<file path="src/hw/rtl/ctgu_pkg.sv">
// Shared types and constants for the Clifford tableau gate update block.
// Used by ctgu_ctrl, ctgu_dp and clifford_tableau_gate_update_top.
package ctgu_pkg;

  localparam int MaxQubitsDef     = 64;
  localparam int MaxGateQubitsDef = 3;

  localparam int RowW     = 64;
  localparam int RowIdxW  = 7;
  localparam int QcW      = 7;
  localparam int TgtW     = 6;
  localparam int KW       = 2;
  localparam int ActW     = 2;
  localparam int StatW    = 2;
  localparam int SlotW    = 8;
  localparam int LocW     = 3;
  localparam int ImgW     = 2 * LocW * SlotW;
  localparam int WordW    = 2 * RowW + 1;

  localparam int InDataW  = 208;
  localparam int OutDataW = 136;

  localparam logic [QcW-1:0] QubitCountReset = 7'd64;

  localparam logic [ActW-1:0] ActWrite = 2'd0;
  localparam logic [ActW-1:0] ActRead  = 2'd1;
  localparam logic [ActW-1:0] ActGate  = 2'd2;

  localparam logic [StatW-1:0] StatusOk        = 2'd0;
  localparam logic [StatW-1:0] StatusBadTarget = 2'd1;
  localparam logic [StatW-1:0] StatusBadRow    = 2'd2;

  typedef struct packed {
    logic               cap;
    logic               wr_row;
    logic               rd_row;
    logic               rd_gate;
    logic [RowIdxW-1:0] gate_addr;
    logic               res_load;
  } ctgu_cmd_t;

  typedef struct packed {
    logic [ActW-1:0]  action;
    logic             row_bad;
    logic             tgt_bad;
    logic [RowIdxW:0] row_total;
  } ctgu_stat_t;

endpackage

</file>
<file path="src/hw/rtl/ctgu_ctrl.sv">
// Sequencer for the tableau block: handshakes, dispatch and the row sweep of a gate.
// Depends on ctgu_pkg; drives ctgu_dp through ctgu_cmd_t.
module ctgu_ctrl (
  input  logic                clk_i,
  input  logic                rst_ni,
  input  logic                s_valid_i,
  output logic                s_ready_o,
  output logic                m_valid_o,
  input  logic                m_ready_i,
  input  ctgu_pkg::ctgu_stat_t st_i,
  output ctgu_pkg::ctgu_cmd_t  cmd_o
);
  import ctgu_pkg::*;

  localparam logic [2:0] StIdle   = 3'd0;
  localparam logic [2:0] StDisp   = 3'd1;
  localparam logic [2:0] StGate   = 3'd2;
  localparam logic [2:0] StDrain1 = 3'd3;
  localparam logic [2:0] StDrain2 = 3'd4;
  localparam logic [2:0] StResp   = 3'd5;

  logic [2:0]         state_q, state_d;
  logic [RowIdxW-1:0] cnt_q, cnt_d;
  logic               out_vld_q, out_vld_d;
  logic               last_row;

  assign s_ready_o = (state_q == StIdle);
  assign m_valid_o = out_vld_q;
  assign last_row  = ({1'b0, cnt_q} == (st_i.row_total - 8'd1));

  always_comb begin
    state_d   = state_q;
    cnt_d     = cnt_q;
    out_vld_d = out_vld_q & ~m_ready_i;
    cmd_o     = '0;
    cmd_o.gate_addr = cnt_q;
    case (state_q)
      StIdle: begin
        if (s_valid_i) begin
          cmd_o.cap = 1'b1;
          state_d   = StDisp;
        end
      end
      StDisp: begin
        state_d = StResp;
        case (st_i.action)
          ActWrite: cmd_o.wr_row = ~st_i.row_bad;
          ActRead:  cmd_o.rd_row = ~st_i.row_bad;
          ActGate: begin
            if (!st_i.tgt_bad) begin
              cnt_d   = '0;
              state_d = StGate;
            end
          end
          default: state_d = StResp;
        endcase
      end
      StGate: begin
        cmd_o.rd_gate = 1'b1;
        if (last_row) begin
          state_d = StDrain1;
        end else begin
          cnt_d = cnt_q + 1'b1;
        end
      end
      StDrain1: state_d = StDrain2;
      StDrain2: state_d = StResp;
      StResp: begin
        // hold until the output register is free
        if (!out_vld_q || m_ready_i) begin
          cmd_o.res_load = 1'b1;
          out_vld_d      = 1'b1;
          state_d        = StIdle;
        end
      end
      default: state_d = StIdle;
    endcase
  end

  always_ff @(posedge clk_i or negedge rst_ni) begin
    if (!rst_ni) begin
      state_q   <= StIdle;
      cnt_q     <= '0;
      out_vld_q <= 1'b0;
    end else begin
      state_q   <= state_d;
      cnt_q     <= cnt_d;
      out_vld_q <= out_vld_d;
    end
  end

  a_load_free: assert property (@(posedge clk_i) disable iff (!rst_ni)
    cmd_o.res_load |-> (!out_vld_q || m_ready_i))
    else $error("result loaded over a pending word");

  a_gate_addr: assert property (@(posedge clk_i) disable iff (!rst_ni)
    cmd_o.rd_gate |-> ({1'b0, cmd_o.gate_addr} < st_i.row_total))
    else $error("gate sweep beyond tableau rows");

  a_accept_disp: assert property (@(posedge clk_i) disable iff (!rst_ni)
    (s_valid_i && s_ready_o) |=> (state_q == StDisp))
    else $error("accepted word not dispatched");

  a_no_dual_access: assert property (@(posedge clk_i) disable iff (!rst_ni)
    !(cmd_o.rd_gate && (cmd_o.wr_row || cmd_o.rd_row || cmd_o.cap)))
    else $error("gate sweep overlaps another row access");

endmodule

</file>
<file path="config.mk">
export PLATFORM = sky130hd
export DESIGN_NAME = ctgu_ctrl
export DESIGN_NICKNAME = d
export VERILOG_FILES = /design/src/hw/rtl/ctgu_pkg.sv /design/src/hw/rtl/ctgu_ctrl.sv
export SDC_FILE = /design/constraint.sdc
export NUM_CORES = 1
export LEC_CHECK = 0
export BUFFER_PORTS_ARGS = -buffer_cell sky130_fd_sc_hd__buf_2
export CORE_MARGIN = 10
export CORE_UTILIZATION = 50
export DETAILED_ROUTE_END_ITERATION = 7
export PLACE_DENSITY = 0.88
export SYNTH_ARGS = -nofsm -noshare
export SYNTH_HDL_FRONTEND = slang
export SYNTH_SLANG_ARGS = --single-unit
export TNS_END_PERCENT = 1
</file>
<file path="constraint.sdc">
create_clock -name clk_i -period 2.4 [get_ports clk_i]
set_input_delay 0.24 -clock clk_i [delete_from_list [all_inputs] [get_ports clk_i]]
set_output_delay 0.24 -clock clk_i [all_outputs]
set_load 0.005 [all_outputs]
</file>
After elaboration in Yosys (flattened, before gate mapping):

Index checks and enable logic that the tools add are counted.

* add/subtract/negate cells: 2
* eq/ne operators: 14
* multiplexer cells: 20
* bitwise operators: 3
* reduce and logical (&&, ||, !) cells: 7

Operator list (number)
* $mux 7: 3
* $pmux 3 s6: 1
* $mux 3: 5
* $pmux 7 s2: 1
* $ne 2x2->1 const B: 5
* $mux 1: 9
* $eq 7x8->1: 1
* $sub 8x1->8 const B: 1
* $add 7x1->7 const B: 1
* $eq 3x2->1 const B: 2
* $eq 3x3->1 const B: 2
* $reduce_and 4->1: 1
* $eq 3x1->1 const B: 1
* $logic_not 3->1: 1
* $reduce_and 3->1: 1
* $eq 2x1->1 const B: 1
* $eq 2x2->1 const B: 1
* $logic_not 2->1: 1
* $mux 2: 1
* $ne 2x1->1 const B: 1
* $not 1->1: 2
* $reduce_bool 2->1: 1
* $and 1x1->1: 1
* $logic_not 1->1: 1
* $logic_or 1x1->1: 1

* flip-flop bits (word level): 11
* input port bits: 16
* output and inout bits: 14
* word-level logic and storage cells: 49

Depth between registers and ports, before layout:

Gate-level depths: netlist (run 1).

* depth after elaboration: 4
* depth in mapped cells: 8
* gate-level depth less buffers: 8

Least setup slack after synthesis (run 1):

No wires, ideal clock.

* kind: input to register
* start: input port st_i[0] (netlist bit)
* end: register cnt_q[2]
* setup time: 0.124 ns
* arrival time: 1.954 ns
* required time: 2.276 ns
* setup slack: 0.322 ns
* stages: 8
* path buffers: 0
* cells stage by stage: inv_1 > ha_1 > xnor3_1 > nand4_1 > a211oi_1 > o311a_4 > o32a_4 > a211o_1

* word-level cells in the longest chain between the ends: 4

RTL lines
* from (decl): RTL line ctgu_ctrl.sv:10 `input ctgu_pkg::ctgu_stat_t st_i,`
* $sub 8x1->8: RTL line ctgu_ctrl.sv:29 `assign last_row = ({1'b0, cnt_q} == (st_i.row_total - 8'd1));`
* $eq 7x8->1: RTL line ctgu_ctrl.sv:29
* $ne 2x2->1 (no line)
* $reduce_and 4->1 (no line)
* to (signal assigned): RTL line ctgu_ctrl.sv:87 `cnt_q <= cnt_d;`
* to (decl): RTL line ctgu_ctrl.sv:23 `logic [RowIdxW-1:0] cnt_q, cnt_d;`

Every way passes these cells.
A chain may end at the register's enable or synchronous reset.

Worst setup path after layout (run 1):

Ends and elaborated chain as after synthesis.

==> results.json, run 1 <==
{
  "holdCritPathClass": "in -> reg",
  "cp.arrival_ps": 2280,
  "grt_max_degree": 13,
  "rows": 15,
  "clockBufferDepth": 2,
  "cts-root-buf": "clkbuf_4",
  "yosys_warnings": 0,
  "cts_resized": 0,
  "layout-drive-gt1-share_pct": 30.43,
  "grt.overflow.total": 0,
  "clk_latency_ps": 270,
  "path_max_fanout": 8,
  "yosys.area.top_type": "dfrtp_1",
  "final_common_cell": "buf_2",
  "final_cells": 163,
  "ys_seq_area_share_pct": 29.18,
  "period_minus_slack_ps": 2130,
  "place_inst": 158,
  "slew_headroom_pct": 72.64,
  "holdWs_ps": 268.3,
  "synthDistinctLibCells": 42,
  "setup_viol": 0,
  "grt_setup_unrepaired": "false",
  "worstSetupPathType": "in -> reg",
  "grt_pass1_wl_mm": 3.967,
  "hpwl_mm": 1.975,
  "cp.required_ps": 2550,
  "slew_viol_final": 0,
  "ir_worst_vdd_mv": 0.6923,
  "syn2layout_area_growth_pct": 20.29,
  "syn-cell-area_um2": 943.4,
  "antenna_found_initial": 0,
  "cp-end-kind": "flop",
  "cts_max_level": 1,
  "hold_viol_final": 0,
  "power_density_nw_per_um2": 779.7,
  "die_y_um": 63.44,
  "port_buffers": 29,
  "finalWirelength_mm": 2.402,
  "dieArea_um2": 4024,
  "nets": 157,
  "synth_nets": 127,
  "layout_common_cells": "buf_2, dfrtp_1, nor4_1, nand2_1, nor2_1",
  "setup_tns_ps": 0,
  "fp.dieW_um": 63.44,
  "vias_per_cell": 5.785,
  "drt-initial-drc-count": 32,
  "start_util_pct": 53.48,
  "num_antenna_cells": 0,
  "tightest_slew_ps": 404.6,
  "drc_errors": 0,
  "cts_tree": "built",
  "io_pins": 30,
  "drv_cap": 0,
  "first_global_vias": 912,
  "clkSlewWorstSetupHoldPaths_ps": 60,
  "drt_pass1_iterations": 4,
  "fin_skew_ps": 9.911,
  "place_congestion": 0.9094,
  "startpoint_type": "input pin",
  "synth_top_area_share_pct": 29.18,
  "power.leakage_uw": 0.0005916,
  "ant_nets": 0,
  "wl_per_cell_um": 14.74,
  "synth.avg_cell_area_um2": 8.655,
  "synth-seq-cells": 11,
  "cts_made_buffers": 3,
  "grt_usage_pct": 11.70,
  "ys_top_cells_by_area": "dfrtp_1, a211o_1, nor4_1, nor2b_1, xnor2_1",
  "post-route-period-util_pct": 88.75,
  "num_vias": 943,
  "clock-sinks": 11,
  "coreArea_um2": 1764,
  "max_clock_freq_mhz": 469.5,
  "netlist_instances": 109,
  "status": "finished, final reports clean"
}
==> Yosys cell counts <==
cell       n
clkbuf_1   3
o311a_4    1
o21ai_0    4
dfrtp_1   11
a211oi_2   1
a31oi_1    2
and3b_2    1
or3_1      2
nand4_1    1
nor2_1     6
and3_1     4
a21oi_1    4
clkbuf_2   1
xor2_1     3
o32a_1     1
or3_4      1
o32a_4     1
a32o_2     1
xnor3_1    1
a211o_1    5
nor4b_1    2
nand4b_1   1
nor3_1     5
buf_2      1
a211oi_1   1
nor2b_1    5
a21o_1     1
and2_1     2
nor3b_1    1
or2_2      3
o21ai_1    1
xnor2_1    3
ha_1       2
o21bai_1   1
nand3_1    3
inv_1      5
nor4_1     6
or3b_2     1
and2b_1    1
nand2b_1   3
or4_1      1
nand2_1    6
==> critical path: stages <==
cell	delay, ps
buf_2	130
inv_1	70
ha_1	280
xnor3_1	460
nand4_1	100
a211oi_1	80
o311a_4	360
o32a_4	270
a211o_1	300
==> power breakdown <==
group	internal [µW]	switching [µW]	total, µW
Clock	64.2	58.4	123
Sequential	250	122	372
Combinational	213	178	391
Total	527	358	885
==> layer usage <==
metal | up-vias | GRT usage (%) | wire length (µm)
met2 | 23 | 22.36 | 1348
met1 | 453 | 11.04 | 901
met5 | - | 0 | 0
met3 | 4 | 4.947 | 131
met4 | 0 | 3.005 | 21
li1 | 463 | - | -
==> cell families (layout without fill, tap and decap cells) <==
kind of cell / after synthesis / in the layout / synth area share, %
buffers and inverters: 10 / 39 / 4.243
adders and majority gates: 2 / 2 / 2.652
AOI/OAI and AO/OA: 24 / 24 / 21.35
xor gates and xnor gates: 7 / 7 / 7.958
and+or+nand+nor: 55 / 55 / 34.62
DFF: 11 / 11 / 29.18
==> cell type report <==
cell class                 count  area, µm²
multi-input combinational     88      628.1
tap                           25      31.28
clock buffer                   4      26.28
inverter                       5      18.77
fill                         155      629.4
timing repair buffer          30      155.1
sequential                    11      275.3
==> per-stage QoR <==
stage / setup WS, ps / instance area (µm²) / util, % / power, µW
5_1_grt: 133.6 / 1135 / 64.33 / 959.9
2_1_floorplan: 322.4 / 943.4 / - / 631.1
3_3_place_gp: 117.0 / 1099 / 62.27 / 752.3
4_1_cts: 283.7 / 1135 / 64.33 / 894.2
3_5_place_dp: -1.891 / 1099 / 62.27 / 766.9
6_report: 269.9 / 1135 / 64.33 / 884.8
==> path summary, 6_finish.rpt <==
check                           slack, ps  cells past startpoint                  from                   end
worst min-delay path                  270                      3             m_ready_i   m_valid_o$_DFF_PN0_
min in group asynchronous             380                      2                rst_ni  cnt_q[5]$_DFFE_PN0P_
worst max register to register        330                      6  cnt_q[6]$_DFFE_PN0P_  cnt_q[2]$_DFFE_PN0P_
max in group asynchronous            1810                      2                rst_ni  cnt_q[1]$_DFFE_PN0P_
worst min register to register        520                      2   m_valid_o$_DFF_PN0_   m_valid_o$_DFF_PN0_
worst max-delay path                  270                      9               st_i[0]  cnt_q[2]$_DFFE_PN0P_
==> sequential cells by signal, summed over array words and instances, names as in the netlist <==
name and flops:
state_q 3, cnt_q 7, m_valid_o 1
==> timing repair <==
item / CTS / global route
setup buffers: 0 / 0
endpoints found under the hold margin: 11 / 0
hold buffers: 1 / 0
Note: power is estimated with default switching activity, not from simulation.
==> run 2: changes to the inputs <==
- ABC_AREA: default -> 1
- CORE_UTILIZATION: 50 -> 51
==> run 2 against run 1 <==
- clock power up 7%
- synthesized cell count increased by 57%
- highest routed layer unchanged
- count of clock-buffer cells in the layout stayed put
- via count grew 27%
- largest power group unchanged
- register-to-register slack better by 390 ps
- fmax increased by 19%
- non-clock buffer count stayed put
- flip-flop and latch count stayed put
==> results.json, run 2 <==
{
  "first_global_vias": 1140,
  "ys_top_cells_by_area": "dfrtp_1, nand2_1, inv_1, nor2_1, nand3_1",
  "clock-sinks": 11,
  "place_congestion": 0.8403,
  "largest_register_ffs": 7,
  "clkSlewWorstSetupHoldPaths_ps": 70,
  "cts-root-buf": "clkbuf_4",
  "wl_per_cell_um": 12.47,
  "cts_tree": "built",
  "netlist_instances": 171,
  "cp.arrival_ps": 1560,
  "port_buffers": 29,
  "vias_per_cell": 5.159,
  "synth.avg_cell_area_um2": 6.080,
  "tightest_slew_ps": 344.5,
  "grt_setup_unrepaired": "false",
  "ys_seq_area_share_pct": 26.47,
  "power_density_nw_per_um2": 537.5,
  "worstHoldPathCells": 4,
  "holdCritPathClass": "in -> reg",
  "worstSetupPathType": "reg -> out",
  "fp.dieW_um": 65.15,
  "layout_common_cells": "nand2_1, inv_1, buf_2, nor2_1",
  "cp-end-kind": "primary output",
  "yosys.area.top_type": "dfrtp_1",
  "r2r_cells": 9,
  "status": "finished, final reports clean",
  "ys_async_sr_fraction_pct": 100.0,
  "ir_worst_vdd_mv": 0.5888,
  "power.total_uw": 674.5,
  "yosys_warnings": 0,
  "grt_max_degree": 12,
  "layout-drive-gt1-share_pct": 22.93,
  "synth-seq-cells": 11,
  "ant_nets": 0,
  "fin_skew_ps": 3.642,
  "grt_pass1_wl_mm": 4.968,
  "syn2layout_area_growth_pct": 20.70,
  "final_common_cell": "nand2_1",
  "cts_resized": 0,
  "setup_tns_ps": 0,
  "num_antenna_cells": 0,
  "final_cells": 232,
  "place_inst": 227,
  "slew_headroom_pct": 76.96,
  "period_minus_slack_ps": 1796,
  "max_clock_freq_mhz": 556.8,
  "start_util_pct": 53.54,
  "hpwl_mm": 2.339,
  "setup_viol": 0,
  "nets": 224,
  "grt_usage_pct": 14.32,
  "clk_latency_ps": 280,
  "path_max_fanout": 5,
  "drt-initial-drc-count": 69,
  "yosysMostFrequentCell": "nand2_1",
  "antenna_found_initial": 0,
  "slew_viol_final": 0,
  "grt.overflow.total": 0,
  "drv_cap": 0,
  "ys.flop_type": "dfrtp_1",
  "synth_common_cells": "nand2_1, inv_1, nor2_1",
  "dieArea_um2": 4245,
  "startpoint_type": "flop",
  "drc_errors": 0,
  "synth_top_area_share_pct": 26.47,
  "die_y_um": 65.15,
  "finalWirelength_mm": 2.892,
  "synthDistinctLibCells": 23,
  "power.leakage_uw": 0.0006872,
  "num_vias": 1197,
  "synth_nets": 189,
  "cts_made_buffers": 3,
  "post-route-period-util_pct": 74.83,
  "cts_max_level": 1,
  "syn-cell-area_um2": 1040,
  "io_pins": 30,
  "clockBufferDepth": 2,
  "coreArea_um2": 1942,
  "rows": 16,
  "synth_edf_count": 0,
  "drt_pass1_iterations": 4,
  "largest_register": "cnt_q",
  "hold_viol_final": 0,
  "cp.required_ps": 2160
}
[run 2: changes by cell type in the layout (fill, tap and decap cells not counted), sizes merged, moves of 4 or more]
cell,delta
nor2b,-5
nand4,+7
and3,-4
nand2,+57
nor4,-4
inv,+26
nor2,+14
a211o,-5
nand3,+11
[run 2: final timing paths]
| path | start | endpoint | slack [ps] |
|---|---|---|---|
| max in group asynchronous | rst_ni | cnt_q[6]$_DFFE_PN0P_ | 1830 |
| min in group asynchronous | rst_ni | cnt_q[0]$_DFFE_PN0P_ | 360 |
| hold / removal | m_ready_i | m_valid_o$_DFF_PN0_ | 230 |
| setup / recovery | state_q[0]$_DFFE_PN0P_ | cmd_o[10] | 600 |
| hold reg to reg | m_valid_o$_DFF_PN0_ | m_valid_o$_DFF_PN0_ | 530 |
| setup reg to reg | cnt_q[0]$_DFFE_PN0P_ | cnt_q[6]$_DFFE_PN0P_ | 720 |
[run 2: metrics by stage]
stage               hold WS [ps]  cell area (µm²)  utilization [%]  worst slack (ps)
finish                     231.2             1255            64.63             604.1
floorplan                 -55.59             1040                -             960.2
detailed placement         123.3             1219            62.76             573.9
global route               251.8             1255            64.63             410.6
CTS                        234.5             1255            64.63             593.7
global placement           122.6             1219            62.76             682.7
[run 2: what timing repair did]
action	CTS	global route
endpoints found under the setup margin	0	0
hold buffers	1	0
buffers inserted	0	0
hold endpoints to repair	11	0
[run 2: final cells by class]
class                           count  area (µm²)
Fill cell                         184       686.9
Multi-Input combinational cell    128       644.4
Sequential cell                    11       275.3
Timing Repair Buffer               30       155.1
Inverter                           32       120.1
Tap cell                           27       33.78
Clock buffer                        4       26.28
[run 2: layer usage]
metal	up-vias	track usage [%]	share of wire, %
li1	612	-	-
met1	546	15.18	40
met2	32	26.72	54
met3	7	2.881	3.5
met4	0	6.150	2.0
met5	-	0	0
[run 2: cell families (layout without fill, tap and decap cells)]
group           Yosys count  in the layout  synth area share [%]
compound gates            9              9                 4.934
buf+inv                  32             66                 11.55
simple gates            117            117                 54.63
fa+ha+maj                 2              2                 2.406
flops                    11             11                 26.47
[run 2: power by group]
group          internal, µW  switching, µW  leakage (µW)
logic                   104            179      0.000525
registers               215           45.3      0.000148
clock network          64.6           66.6     0.0000150
total                   384            291      0.000687
[run 2: critical path, cell delays in order (launching register included)]
cell,delay (ps)
dfrtp_1,460
inv_1,100
nor3_2,230
inv_1,110
nor4_1,210
buf_2,170
==> run 3: changes to the inputs <==
- ABC_AREA: 1 -> 0
- CORE_UTILIZATION: 51 -> 45
- PLACE_DENSITY: 0.88 -> 0.84
- clock period: 2.4 -> 1.6 ns (I/O delays scaled with it)
==> run 3 against run 2 <==
- non-clock buffer count rose by 27
- largest cell class unchanged
- highest routed layer unchanged
- sequential share of layout area fell by 2.1 points
- the flow now finishes with violations (negative setup slack)
- register-to-register slack got worse by 980 ps
- clock power rose by 47%
- wire length fell by 2.9%
- largest power group unchanged
==> results.json, run 3 (same netlist as run 1, synthesis figures left out) <==
{
  "status": "finished with violations",
  "violations": "negative setup slack",
  "pre_cts_slack_ps": -449.5,
  "grt_setup_unrepaired": "true",
  "syn2layout_area_growth_pct": 47.88,
  "finalWirelength_mm": 2.808,
  "wl_per_cell_um": 14.63,
  "ir_worst_vdd_mv": 0.8696,
  "slew_headroom_pct": 76.99,
  "largest_register_ffs": 7,
  "io_pins": 30,
  "crit_end": "cnt_q[4]$_DFFE_PN0P_",
  "grt_pass1_wl_mm": 4.802,
  "critPathBufInv": 0,
  "largest_register": "cnt_q",
  "regToRegSetupSlack_ps": -260,
  "port_buffers": 29,
  "place_area_um2": 1304,
  "first_global_vias": 1128,
  "clockBufferDepth": 2,
  "drv_cap": 0,
  "r2r_start": "cnt_q[6]$_DFFE_PN0P_",
  "startpoint_type": "flop",
  "cp.arrival_ps": 2010,
  "cp.depth": 6,
  "period_minus_slack_ps": 1857,
  "drt-initial-drc-count": 50,
  "layout_common_cells": "buf_2, buf_4, dfrtp_1, nand2_1, nor2_1",
  "num_vias": 1060,
  "drt_pass1_iterations": 4,
  "final_cell_area_um2": 1395,
  "worstSetupPathType": "reg -> reg",
  "antenna_found_initial": 0,
  "path_max_fanout": 7,
  "num-fill-cells": 154,
  "setup_viol": 8,
  "power.leakage_uw": 0.0007292,
  "hpwl_mm": 2.229,
  "r2r-end": "cnt_q[4]$_DFFE_PN0P_",
  "setup_slack_ps": -256.8,
  "grt_usage_pct": 13.63,
  "nets": 184,
  "fp.dieW_um": 65.79,
  "crit_slowest_cell": "dfrtp_2",
  "dieArea_um2": 4328,
  "coreArea_um2": 1982,
  "cts_made_buffers": 3,
  "die_y_um": 65.79,
  "grt_max_degree": 12,
  "vias_per_cell": 5.521,
  "cts_tree": "built",
  "layout-drive-gt1-share_pct": 46.06,
  "num_antenna_cells": 0,
  "ant_nets": 0,
  "slew_viol_final": 0,
  "r2r_cells": 6,
  "rows": 16,
  "tightest_slew_ps": 342.0,
  "drc_errors": 0,
  "crit_path_max_incr_delay_ps": 440,
  "final_common_cell": "buf_2",
  "max_clock_freq_mhz": 538.6,
  "clk_latency_ps": 270,
  "cts_max_level": 1,
  "start_util_pct": 47.60,
  "clock-sinks": 11,
  "post-route-period-util_pct": 116.1,
  "cp-end-kind": "flop",
  "clkSlewWorstSetupHoldPaths_ps": 70,
  "cts-root-buf": "clkbuf_4",
  "power_density_nw_per_um2": 1133,
  "holdCritPathClass": "in -> reg",
  "worstPathCellList": "xnor3_1 -> nand4_1 -> a211oi_2 -> o311a_4 -> o32a_4 -> a211o_1",
  "cp.required_ps": 1760,
  "grt.overflow.total": 0,
  "cpLargestDelayFamily": "compound AO/OA/AOI/OAI gates",
  "setup_tns_ps": -1766,
  "startpoint": "cnt_q[6]$_DFFE_PN0P_",
  "fin_skew_ps": 1.194,
  "hold_viol_final": 0,
  "place_congestion": 0.7782
}
==> run 3: cell count changes in the layout (fill, tap and decap cells not counted), sizes merged, moves of 4 or more <==
cell / before / now
nand2: 63 / 6
buf: 29 / 56
inv: 31 / 5
nor2: 20 / 6
nand3: 14 / 3
nand4: 8 / 1
a211o: 0 / 5
nor2b: 0 / 5
and3: 0 / 4
nor4: 2 / 6
==> run 3: where the power goes <==
part	internal (µW)	switching, µW
Clock	96.7	96.4
Sequential	377	94.1
Combinational	477	439
Total	951	630
==> run 3: cell type report <==
class | instances | area, µm² | area share, %
well taps | 27 | 33.78 | 2.422
inverters | 5 | 18.77 | 1.345
clock buffers | 4 | 26.28 | 1.883
multi-input cells | 88 | 681.9 | 48.88
flip-flops and latches | 11 | 276.5 | 19.82
repair buffers | 57 | 357.8 | 25.65
==> run 3: repair_timing <==
action / in CTS / in global routing
buffers inserted: 1 / 0
hold buffers: 1 / 0
resized for setup: 4 / 3
endpoints found under the setup margin: 10 / 10
hold endpoints to repair: 11 / 0
pin swaps: 4 / 0
==> run 3: per-stage QoR <==
step	hold WS, ps	utilization, %	instances	power (µW)
floorplan	-135.6	-	109	951.2
detailed placement	43.09	65.78	186	1356
global route	228.0	70.39	192	1710
global placement	43.34	65.78	186	1305
finish	171.5	70.39	192	1581
CTS	169.3	69.07	192	1568
==> run 3: worst reg2reg max path, cell delays in order, from the launching register on <==
cell      delay, ps
dfrtp_2         440
xnor3_1         240
nand4_1         120
a211oi_2         90
o311a_4         350
o32a_4          230
a211o_1         280
==> run 3: worst min path at each step <==
stage	start	end	slack, ps	cells after the start
after floorplan	rst_ni	cnt_q[0]$_DFFE_PN0P_	-140	0
after global placement	rst_ni	state_q[2]$_DFFE_PN0P_	40	1
after detailed placement	rst_ni	state_q[0]$_DFFE_PN0P_	40	1
after CTS	m_ready_i	m_valid_o$_DFF_PN0_	170	3
after global routing	m_ready_i	m_valid_o$_DFF_PN0_	230	3
final	m_ready_i	m_valid_o$_DFF_PN0_	170	3
==> run 3: routing by layer <==
layer,global-route usage (%),routed length (µm)
met4,6.684,62
met2,26.81,1580
met1,12.49,1054
met3,3.390,111
met5,0,0
